## src/linked_list_dma_walker_core_macros.svh

```systemverilog
// Assertion helpers for the linked-list DMA walker.
`ifndef LINKED_LIST_DMA_WALKER_CORE_MACROS_SVH
`define LINKED_LIST_DMA_WALKER_CORE_MACROS_SVH

`ifndef SYNTHESIS
`define LLDW_ASSERT_CLK(lbl, clk, rstn, prop) \
    lbl: assert property (@(posedge clk) disable iff (!rstn) prop) \
        else $error("lldw assertion failed");
`define LLDW_ASSERT(lbl, prop) `LLDW_ASSERT_CLK(lbl, aclk, aresetn, prop)
`else
`define LLDW_ASSERT_CLK(lbl, clk, rstn, prop)
`define LLDW_ASSERT(lbl, prop)
`endif

`endif

```

## src/lldw_pkg.sv

```systemverilog
package lldw_pkg;

    localparam int ADDR_W   = 32;
    localparam int DATA_W   = 32;
    localparam int LINK_W   = 24;
    localparam int COUNT_W  = 8;
    localparam int OP_W     = 2;
    localparam int CFG_IDX_W = 1;

    localparam logic [LINK_W-1:0] END_LINK       = {LINK_W{1'b1}};
    localparam logic [ADDR_W-1:0] WORD_BYTES     = 32'd4;
    localparam logic [DATA_W-1:0] NODE_LIMIT_RST = {DATA_W{1'b1}};

    typedef enum logic [OP_W-1:0] {
        OP_START  = 2'd0,
        OP_REPLY  = 2'd1,
        OP_CANCEL = 2'd2,
        OP_NOP    = 2'd3
    } op_t;

    typedef enum logic [CFG_IDX_W-1:0] {
        CFG_START_ADDRESS = 1'b0,
        CFG_NODE_LIMIT    = 1'b1
    } cfg_reg_t;

    typedef enum logic [1:0] {
        PH_IDLE    = 2'd0,
        PH_HEADER  = 2'd1,
        PH_PAYLOAD = 2'd2
    } phase_t;

    typedef struct packed {
        phase_t              phase;
        logic [ADDR_W-1:0]   node_addr;
        logic [LINK_W-1:0]   next_link;
        logic [COUNT_W-1:0]  payload_count;
        logic [COUNT_W-1:0]  pay_idx;
        logic [DATA_W-1:0]   nodes_visited;
        logic [DATA_W-1:0]   word_total;
        logic                limit_flag;
    } walk_state_t;

    localparam walk_state_t WALK_CLEAR = '{
        phase:         PH_IDLE,
        node_addr:     '0,
        next_link:     '0,
        payload_count: '0,
        pay_idx:       '0,
        nodes_visited: '0,
        word_total:    '0,
        limit_flag:    1'b0
    };

    typedef struct packed {
        logic              req_valid;
        logic [ADDR_W-1:0] req_addr;
        logic              emit_valid;
        logic [ADDR_W-1:0] emit_addr;
        logic [DATA_W-1:0] emit_data;
        logic              done_res;
        logic              limit_reached;
        logic              busy_res;
        logic [DATA_W-1:0] words_read;
    } walk_result_t;

endpackage

```

## src/lldw_step.sv

```systemverilog
module lldw_step (
    input  lldw_pkg::walk_state_t            st,
    input  lldw_pkg::op_t                    opcode,
    input  logic [lldw_pkg::DATA_W-1:0]      read_data,
    input  logic [lldw_pkg::ADDR_W-1:0]      start_address,
    input  logic [lldw_pkg::DATA_W-1:0]      node_limit,
    output lldw_pkg::walk_state_t            st_next,
    output lldw_pkg::walk_result_t           res
);
    import lldw_pkg::*;

    logic                hdr_sel;
    logic [LINK_W-1:0]   fol_link;
    logic [DATA_W-1:0]   fol_visited;
    logic                fol_end;
    logic                fol_limit;
    logic [ADDR_W-1:0]   fol_addr;
    logic [ADDR_W-1:0]   pay_off;
    logic [ADDR_W-1:0]   pay_addr;
    logic [ADDR_W-1:0]   pay_next_addr;
    logic [COUNT_W-1:0]  pay_next_idx;
    logic [COUNT_W-1:0]  hdr_count;

    always_comb begin
        hdr_sel       = (st.phase == PH_HEADER);
        hdr_count     = read_data[DATA_W-1 -: COUNT_W];
        fol_link      = hdr_sel ? read_data[LINK_W-1:0] : st.next_link;
        fol_visited   = hdr_sel ? st.nodes_visited + 1'b1 : st.nodes_visited;
        fol_end       = (fol_link == END_LINK);
        fol_limit     = (fol_visited >= node_limit);
        fol_addr      = {{(ADDR_W-LINK_W){1'b0}}, fol_link};
        pay_off       = {{(ADDR_W-COUNT_W-2){1'b0}}, st.pay_idx, 2'b00};
        pay_addr      = st.node_addr + pay_off + WORD_BYTES;
        pay_next_addr = st.node_addr + pay_off + (WORD_BYTES << 1);
        pay_next_idx  = st.pay_idx + 1'b1;
    end

    always_comb begin
        st_next = st;
        res     = '0;
        unique case (opcode)
            OP_START: begin
                st_next           = WALK_CLEAR;
                st_next.node_addr = start_address;
                if (node_limit == '0) begin
                    st_next.limit_flag = 1'b1;
                    res.done_res       = 1'b1;
                end else begin
                    st_next.phase = PH_HEADER;
                    res.req_valid = 1'b1;
                    res.req_addr  = start_address;
                end
            end
            OP_CANCEL: begin
                st_next = WALK_CLEAR;
            end
            OP_REPLY: begin
                unique case (st.phase)
                    PH_IDLE: begin
                    end
                    PH_HEADER: begin
                        st_next.payload_count = hdr_count;
                        st_next.next_link     = read_data[LINK_W-1:0];
                        st_next.pay_idx       = '0;
                        st_next.nodes_visited = fol_visited;
                        st_next.word_total    = st.word_total + 1'b1;
                        if (hdr_count != '0) begin
                            st_next.phase = PH_PAYLOAD;
                            res.req_valid = 1'b1;
                            res.req_addr  = st.node_addr + WORD_BYTES;
                        end else if (fol_end) begin
                            st_next.phase = PH_IDLE;
                            res.done_res  = 1'b1;
                        end else begin
                            st_next.node_addr = fol_addr;
                            if (fol_limit) begin
                                st_next.limit_flag = 1'b1;
                                st_next.phase      = PH_IDLE;
                                res.done_res       = 1'b1;
                            end else begin
                                st_next.phase = PH_HEADER;
                                res.req_valid = 1'b1;
                                res.req_addr  = fol_addr;
                            end
                        end
                    end
                    PH_PAYLOAD: begin
                        res.emit_valid     = 1'b1;
                        res.emit_addr      = pay_addr;
                        res.emit_data      = read_data;
                        st_next.pay_idx    = pay_next_idx;
                        st_next.word_total = st.word_total + 1'b1;
                        if (pay_next_idx < st.payload_count && pay_next_idx != '0) begin
                            res.req_valid = 1'b1;
                            res.req_addr  = pay_next_addr;
                        end else if (fol_end) begin
                            st_next.phase = PH_IDLE;
                            res.done_res  = 1'b1;
                        end else begin
                            st_next.node_addr = fol_addr;
                            if (fol_limit) begin
                                st_next.limit_flag = 1'b1;
                                st_next.phase      = PH_IDLE;
                                res.done_res       = 1'b1;
                            end else begin
                                st_next.phase = PH_HEADER;
                                res.req_valid = 1'b1;
                                res.req_addr  = fol_addr;
                            end
                        end
                    end
                    default: begin
                        st_next.limit_flag = 1'b1;
                        st_next.phase      = PH_IDLE;
                        res.done_res       = 1'b1;
                    end
                endcase
            end
            OP_NOP: begin
            end
            default: begin
            end
        endcase
        res.limit_reached = st_next.limit_flag;
        res.busy_res      = (st_next.phase != PH_IDLE);
        res.words_read    = st_next.word_total;
    end

endmodule

```

## src/linked_list_dma_walker_core.sv

```systemverilog
// Linked-list DMA walker: each accepted item (start, memory reply, cancel or
// no-op) yields exactly one result item carrying the next read request, any
// payload word with its address, and the walk's done, limit and busy status.
// The block takes one item per clock as long as m_ready takes each result, and
// registers each item in the input register; the walk-state update then writes
// its result into the result register. A full result register does not block
// intake at once: the input register holds one more item while it waits.
module linked_list_dma_walker_core (
    input  logic                                  aclk,
    input  logic                                  aresetn,
    input  logic                                  cfg_wr_en,
    input  logic [lldw_pkg::CFG_IDX_W-1:0]        cfg_index,
    input  logic [lldw_pkg::DATA_W-1:0]           cfg_wdata,
    input  logic                                  s_valid,
    output logic                                  s_ready,
    input  logic [lldw_pkg::OP_W-1:0]             s_opcode,
    input  logic [lldw_pkg::DATA_W-1:0]           s_read_data,
    output logic                                  m_valid,
    input  logic                                  m_ready,
    output logic                                  m_req_valid,
    output logic [lldw_pkg::ADDR_W-1:0]           m_req_addr,
    output logic                                  m_emit_valid,
    output logic [lldw_pkg::ADDR_W-1:0]           m_emit_addr,
    output logic [lldw_pkg::DATA_W-1:0]           m_emit_data,
    output logic                                  m_done_res,
    output logic                                  m_limit_reached,
    output logic                                  m_busy_res,
    output logic [lldw_pkg::DATA_W-1:0]           m_words_read
);
    import lldw_pkg::*;

    `include "linked_list_dma_walker_core_macros.svh"

    logic [ADDR_W-1:0]  start_address_reg;
    logic [DATA_W-1:0]  node_limit_reg;

    logic               in_valid_reg;
    logic               in_valid_next;
    op_t                in_opcode_reg;
    logic [DATA_W-1:0]  in_data_reg;

    logic               out_valid_reg;
    logic               out_valid_next;
    walk_result_t       out_reg;

    walk_state_t        state_reg;
    walk_state_t        state_next;
    walk_result_t       step_res;

    logic               advance;
    logic               take_in;

    lldw_step u_step (
        .st            (state_reg),
        .opcode        (in_opcode_reg),
        .read_data     (in_data_reg),
        .start_address (start_address_reg),
        .node_limit    (node_limit_reg),
        .st_next       (state_next),
        .res           (step_res)
    );

    always_comb begin
        advance        = in_valid_reg && (!out_valid_reg || m_ready);
        s_ready        = !in_valid_reg || advance;
        take_in        = s_valid && s_ready;
        in_valid_next  = take_in || (in_valid_reg && !advance);
        out_valid_next = advance || (out_valid_reg && !m_ready);
    end

    always_ff @(posedge aclk) begin
        if (!aresetn) begin
            start_address_reg <= '0;
            node_limit_reg    <= NODE_LIMIT_RST;
        end else if (cfg_wr_en) begin
            unique case (cfg_reg_t'(cfg_index))
                CFG_START_ADDRESS: start_address_reg <= cfg_wdata;
                CFG_NODE_LIMIT:    node_limit_reg    <= cfg_wdata;
                default: begin
                end
            endcase
        end
    end

    always_ff @(posedge aclk) begin
        if (!aresetn) begin
            in_valid_reg  <= 1'b0;
            out_valid_reg <= 1'b0;
            state_reg     <= WALK_CLEAR;
        end else begin
            in_valid_reg  <= in_valid_next;
            out_valid_reg <= out_valid_next;
            if (advance) begin
                state_reg <= state_next;
            end
        end
    end

    always_ff @(posedge aclk) begin
        if (take_in) begin
            in_opcode_reg <= op_t'(s_opcode);
            in_data_reg   <= s_read_data;
        end
        if (advance) begin
            out_reg <= step_res;
        end
    end

    assign m_valid         = out_valid_reg;
    assign m_req_valid     = out_reg.req_valid;
    assign m_req_addr      = out_reg.req_addr;
    assign m_emit_valid    = out_reg.emit_valid;
    assign m_emit_addr     = out_reg.emit_addr;
    assign m_emit_data     = out_reg.emit_data;
    assign m_done_res      = out_reg.done_res;
    assign m_limit_reached = out_reg.limit_reached;
    assign m_busy_res      = out_reg.busy_res;
    assign m_words_read    = out_reg.words_read;

    `LLDW_ASSERT(a_done_not_busy, m_valid && m_done_res |-> !m_busy_res)
    `LLDW_ASSERT(a_req_busy, m_valid && m_req_valid |-> m_busy_res && !m_done_res)
    `LLDW_ASSERT(a_emit_moves_on, m_valid && m_emit_valid |-> m_req_valid || m_done_res)
    `LLDW_ASSERT(a_hold_pending, in_valid_reg && !advance |=> in_valid_reg && $stable(in_data_reg))

endmodule

```

## config.mk

```make
export PLATFORM = sky130hd
export DESIGN_NAME = linked_list_dma_walker_core
export DESIGN_NICKNAME = d
export VERILOG_FILES = /design/src/lldw_pkg.sv /design/src/lldw_step.sv /design/src/linked_list_dma_walker_core.sv
export VERILOG_INCLUDE_DIRS = /design/src /design/src/src
export SDC_FILE = /design/constraint.sdc
export NUM_CORES = 1
export LEC_CHECK = 0
export BUFFER_PORTS_ARGS = -buffer_cell sky130_fd_sc_hd__buf_2
export CORE_MARGIN = 2
export CORE_UTILIZATION = 45
export CTS_CLUSTER_SIZE = 12
export DETAILED_ROUTE_END_ITERATION = 8
export GPL_TIMING_DRIVEN = 0
export SYNTH_ARGS = -nofsm -noshare
export SYNTH_HDL_FRONTEND = slang
export SYNTH_SLANG_ARGS = --single-unit
```

## constraint.sdc

```tcl
create_clock -name aclk -period 11.84 [get_ports aclk]
set_clock_uncertainty 0.15 [all_clocks]
set_input_delay 1.776 -clock aclk [delete_from_list [all_inputs] [get_ports aclk]]
set_output_delay 1.776 -clock aclk [all_outputs]
set_load 0.01 [all_outputs]
```

======== Word level (Yosys, flattened, before mapping) ========
Cells that the tools add are included.
storage, ports and cells
  bits in registers ....................... 372
  bits in latches ......................... 0
  RAM bits ................................ 0
  ROM bits ................................ 0
  input port bits ......................... 72
  output and inout bits ................... 135
  word-level logic and storage cells ...... 105
  memories ................................ 0
operators by class
  $add $sub $neg .......................... 7
  multiply operators ...................... 0
  divide/modulo/power cells ............... 0
  magnitude comparators ................... 2
  equality and inequality tests ........... 9
  shifts and indexed selects .............. 0
  mux-type cells .......................... 36
  bitwise operators ....................... 1
  reductions and logical operators ........ 27
operator list
  cell                   number
  $pmux 139 s3           1
  $mux 32                6
  $mux 33                5
  $pmux 33 s2            2
  $mux 65                1
  $add 32x1->32 const B  2
  $add 32x3->32 const B  2
  $pmux 32 s2            1
  $mux 34                1
  $add 32x10->32         1
  $add 32x4->32 const B  1
  $ge 32x32->1           1
  $logic_not 32->1       1
  $eq 24x24->1 const B   1
  $mux 24                1
  $pmux 8 s2             1
  $reduce_bool 8->1      2
  $mux 1                 11
  $add 8x1->8 const B    1
  $lt 8x8->1             1
  $ne 3x3->1 const B     2
  $pmux 1 s3             2
  $pmux 2 s3             1
  $reduce_and 2->1       3
  16 further kinds       31

======== Longest topological paths before layout ========
  word-level depth ........................ 9
  gate-level depth with buffers ........... 24
  mapped depth without buffers ............ 19

======== By module ========
From an unflattened synthesis, not the netlist that was laid out.
unflattened totals
  cells, all modules ...................... 2,607
  area, all modules ....................... 22,290.1 um^2
by module, submodules not included
  module                       instances  cells each  area each (um^2)  seq. area each (um^2)
  linked_list_dma_walker_core  1          1,060       12,942.4          9,118.7
  lldw_step                    1          1,547       9,347.7           0.0

======== Least setup slack after synthesis ========
Ideal clock, no wire load.
  path kind ............................... input -> register
  from .................................... input m_ready
  to ...................................... register state_reg[3] (netlist name)
  arrival ................................. 6.567 ns
  setup slack ............................. 4.993 ns
  cell stages on the path ................. 7
  path buffers ............................ 2
  cell sequence ........................... nor2b_1 -> nand2b_1 -> clkbuf_1 -> clkinv_1 -> clkbuf_1 -> mux2i_1 -> nor2_1
between the ends
  word-level cells in the longest chain between the ends .. 2
ends and longest elaborated chain
  what                    RTL line                           RTL
  start: declaration      linked_list_dma_walker_core.sv:19  input logic m_ready,
  $logic_or 1x1->1        linked_list_dma_walker_core.sv:64  advance = in_valid_reg && (!out_valid_reg || m_ready);
  $logic_and 1x1->1       linked_list_dma_walker_core.sv:64
  named net advance       linked_list_dma_walker_core.sv:50  logic advance;
  end signal: assignment  linked_list_dma_walker_core.sv:94  state_reg <= state_next;
  end: declaration        linked_list_dma_walker_core.sv:46  walk_state_t state_reg;
The timed path passes the listed nets, and every way through them passes these cells.
A chain may end at the register's enable or synchronous reset.

==> summary.txt <==
Status
  • Status: completed

Synthesis
  • Distinct cell type count after synthesis: 80
  • Area leader, netlist: edfxtp_1
  • Post-synthesis sequential area ratio: 0.473
  • Synth area leaders: edfxtp_1 26%, dfxtp_1 21%, nand2_1 4.7%
  • Post-Syn Area: 0.0193 mm^2
  • Avg Cell Area, Syn: between 9 and 10 um^2
  • Gate Count Post-Synth: 2,068
  • Top_reg_cell synth: dfxtp_1
  • Async S/R FF share, synth: 0
  • Syn_nets: 2,198
  • Yosys Warn Count: 0
  • Flops & latches, synth: around 370
  • EDFF count, synth: 167
  • Share of the synthesized area in the top cell type: 0.260

Setup path
  • Cell repeated most along the worst path: clkbuf_1
  • CP Cell Sequence: inv_1 -> ha_1 -> clkbuf_1 -> buf_2 -> and4_1 -> clkbuf_1 -> nand3_1 -> nor2_1 -> nand2_1 -> nor3_1 -> nand3_1 -> xnor2_1 -> ha_1 -> nand3_1 -> nor4_1 -> o31ai_1 -> and3b_1 -> clkbuf_1 -> and2_1 -> clkbuf_1 -> a222oi_1 -> o21ai_1
  • CP arrival: about 7.1 ns
  • R2R Setup Slk: 4.86 ns
  • Worst Setup End Kind: register
  • Crit-path max FO: 10
  • Slowest cell delay on critical path: a little under 0.6 ns
  • Worst EP required: 11.99 ns
  • Critical path buffers and inverters: 6
  • Critical Path Slowest Stage Cell: a222oi_1
  • Worst reg2reg path depth: 22
  • Reg-to-Reg Start: state_reg[138]
  • FF-to-FF End: m_req_addr[22]
  • Critical path launch point type: register
  • Delay-heaviest family, CP: simple AND/OR/NAND/NOR gates
  • CP Class: register to register
  • CP Depth: 22

Final layout
  • Final #Nets: 2,450
  • Max reg flops: between 100 and 150
  • Area of the multi-input gates: 0.00940 mm^2
  • Register area: about 0.0091 mm^2
  • Cell Count, Final, Fillers Out: 2,893
  • Antenna diodes: 0
  • Fill cells: between 3,000 and 4,000
  • Synth-to-Final Area Change: 16.5%
  • Layout cells sized above 1: 0.142

Timing
  • Fin. max-slew vios: 0
  • Min Tclk post-route: 6.98 ns
  • Setup WS post-layout: 4.86 ns
  • Worst-Margin Slew: 1.12 ns
  • Fmax: ~0.14 GHz
  • Max transition margin: 0.246
  • WHS: 0.304 ns
  • Final critical-path share of the clock period: 0.589
  • Final Hold Fails: 0
  • Final Setup Violations: 0
  • Setup TNS: 0 ns
  • RSZ-0062 raised after global routing: no

Clock tree
  • Hold-fix buffers, CTS: 0
  • Clock Sinks: around 370
  • Total CTS buffers: 43
  • CTS tree: yes
  • CTS H-tree lvls: 2
  • Bufs on Longest Clock Path: 3
  • Root Driver: clkbuf_16
  • Clock latency on the worst-skew pair: 0.58 ns
  • Clock Pin Slew Worst Setup and Hold Paths: 0.06 ns
  • Post CTS Setup Buffer Count: 0
  • CTS resizes: 0

Routing
  • Antenna Nets Post-Route: 0
  • DRT iter0 DRCs: roughly 1,600
  • Vias: 17,100
  • Pre-Repair DR Iteration Count: 5
  • Post-DR vias/cell: 5.91
  • DRC viols: 0
  • Final wirelength: 60,700 um
  • WL per Instance: 21.0 um

Min path
  • Hold Startpoint: state_reg[75]
  • Min-delay worst type: register to register
  • WHS Endpoint: state_reg[75]
  • Hold Path Depth: 2

Power and ir drop
  • Pwr dens: roughly 130 mW/mm^2
  • Worst VDD drop: 0.0969 mV
  • Pleak: 0.00826 uW
  • Pwr Total: 2980 uW

Place
  • Placed instance count: roughly 2,800
  • Routability cong.: 0.935
  • Pre-CTS WS: between 5 and 6 ns
  • Hpwl dp: 46,000 um
  • IO Port Bufs: 205

GRT
  • Largest net degree at the start of global routing: 70
  • GRT overflow: 0
  • Initial antenna violation count: 0
  • Vias in the first global route: about 16,000
  • First-pass GRT wire length: around 93,000 um
  • GRT Util Overall: 0.270

Job
  • Max-cap violation count: 0

Floorplan
  • Die ar.: 0.0445 mm^2
  • Die Width: 211 um
  • Die Y-Extent: 211 um
  • Row count: 75
  • Placeable core region: 0.0421 mm^2
  • Initial Util: 0.457
  • IO Pins: 207
[cells in the mapped netlist (53+ instances only)]
master and instances:
nand2_1 241, nor2_1 220, dfxtp_1 205, edfxtp_1 167, a21oi_1 122, clkbuf_1 110, xnor2_1 93, a22oi_1 78
xor2_1 76, nand3_1 69, o21ai_0 61, inv_1 58, ha_1 57, nand4_1 53
[cells by family (layout without fill, tap and decap cells)]
group,Yosys count,after routing,synth area share
adders and majority gates,58,58,0.0381
and+or+nand+nor,794,794,0.198
AOI/OAI and AO/OA,461,461,0.161
buffers and inverters,189,475,0.0386
muxes,25,25,0.0144
DFF,372,372,0.473
xor gates and xnor gates,169,169,0.0768
[final cells by class]
cell class                      count  area share
Buffer                            130      0.0235
Tap cell                          539      0.0300
Sequential cell                   372       0.406
Timing Repair Buffer              207      0.0481
Clock buffer                       60      0.0554
Inverter                           59     0.00986
Multi-Input combinational cell   1507       0.419
Clock inverter                     19     0.00819
[worst reg2reg max path, cell delays in order, from the launching register on]
cell and delay [ns]:
dfxtp_1 0.35, inv_1 0.13, ha_1 0.16, clkbuf_1 0.44, buf_2 0.39, and4_1 0.24, clkbuf_1 0.25, nand3_1 0.20
nor2_1 0.30, nand2_1 0.20, nor3_1 0.44, nand3_1 0.16, xnor2_1 0.20, ha_1 0.34, nand3_1 0.13, nor4_1 0.55
o31ai_1 0.33, and3b_1 0.25, clkbuf_1 0.26, and2_1 0.25, clkbuf_1 0.23, a222oi_1 0.58, o21ai_1 0.16
[routing by layer]
layer  routed length, um  GRT usage  vias to the layer above  share of wire
li1                    -          -                     8019              -
met1               26900      0.373                     8223           0.44
met2               27000      0.428                      712           0.44
met3                4770     0.0474                      131          0.079
met4                1980     0.0942                        0          0.033
met5                   0          0                        -              0
[power by group]
part | leakage [uW] | switching (uW) | internal, uW
logic | 0.00430 | 149 | 65.9
clock network | 0.000703 | 551 | 800
registers | 0.00326 | 27.5 | 1380
[worst max path at each step]
stage / startpoint / endpoint
CTS: state_reg[138] / m_req_addr[17]
finish: state_reg[138] / m_req_addr[22]
floorplan: m_ready / state_reg[3]
global route: state_reg[138] / m_req_addr[17]
global placement: m_ready / state_reg[3]
detailed placement: state_reg[138] / m_req_addr[22]
[stage by stage]
stage / instance area [um^2] / util
5_1_grt: 22500 / 0.533
3_3_place_gp: 21000 / 0.498
3_5_place_dp: 21000 / 0.499
6_report: 22500 / 0.533
4_1_cts: 22500 / 0.533
2_1_floorplan: 19300 / -
[layout by cell type (no fill, tap or decap), types with 10 or more instances in the layout]
cell and count:
a22oi_1 78, a211oi_1 23, a21oi_1 122, ha_1 57
a31oi_1 10, o2bb2ai_1 12, xor2_1 76, a22o_1 10
a222oi_1 14, buf_2 218, nand4_1 53, o21ai_1 15
dfxtp_1 205, clkbuf_16 46, nor4_1 18, a21o_1 20
nor3_1 51, o21ai_0 61, o211ai_1 35, mux2_2 21
or3_1 12, nor2_1 220, nand2_1 241, nand3_1 69
and2_1 49, inv_1 58, and3_1 17, edfxtp_1 167
and4_1 15, xnor2_1 93, clkbuf_1 119
No activity file was read; power rests on OpenSTA's default activity.
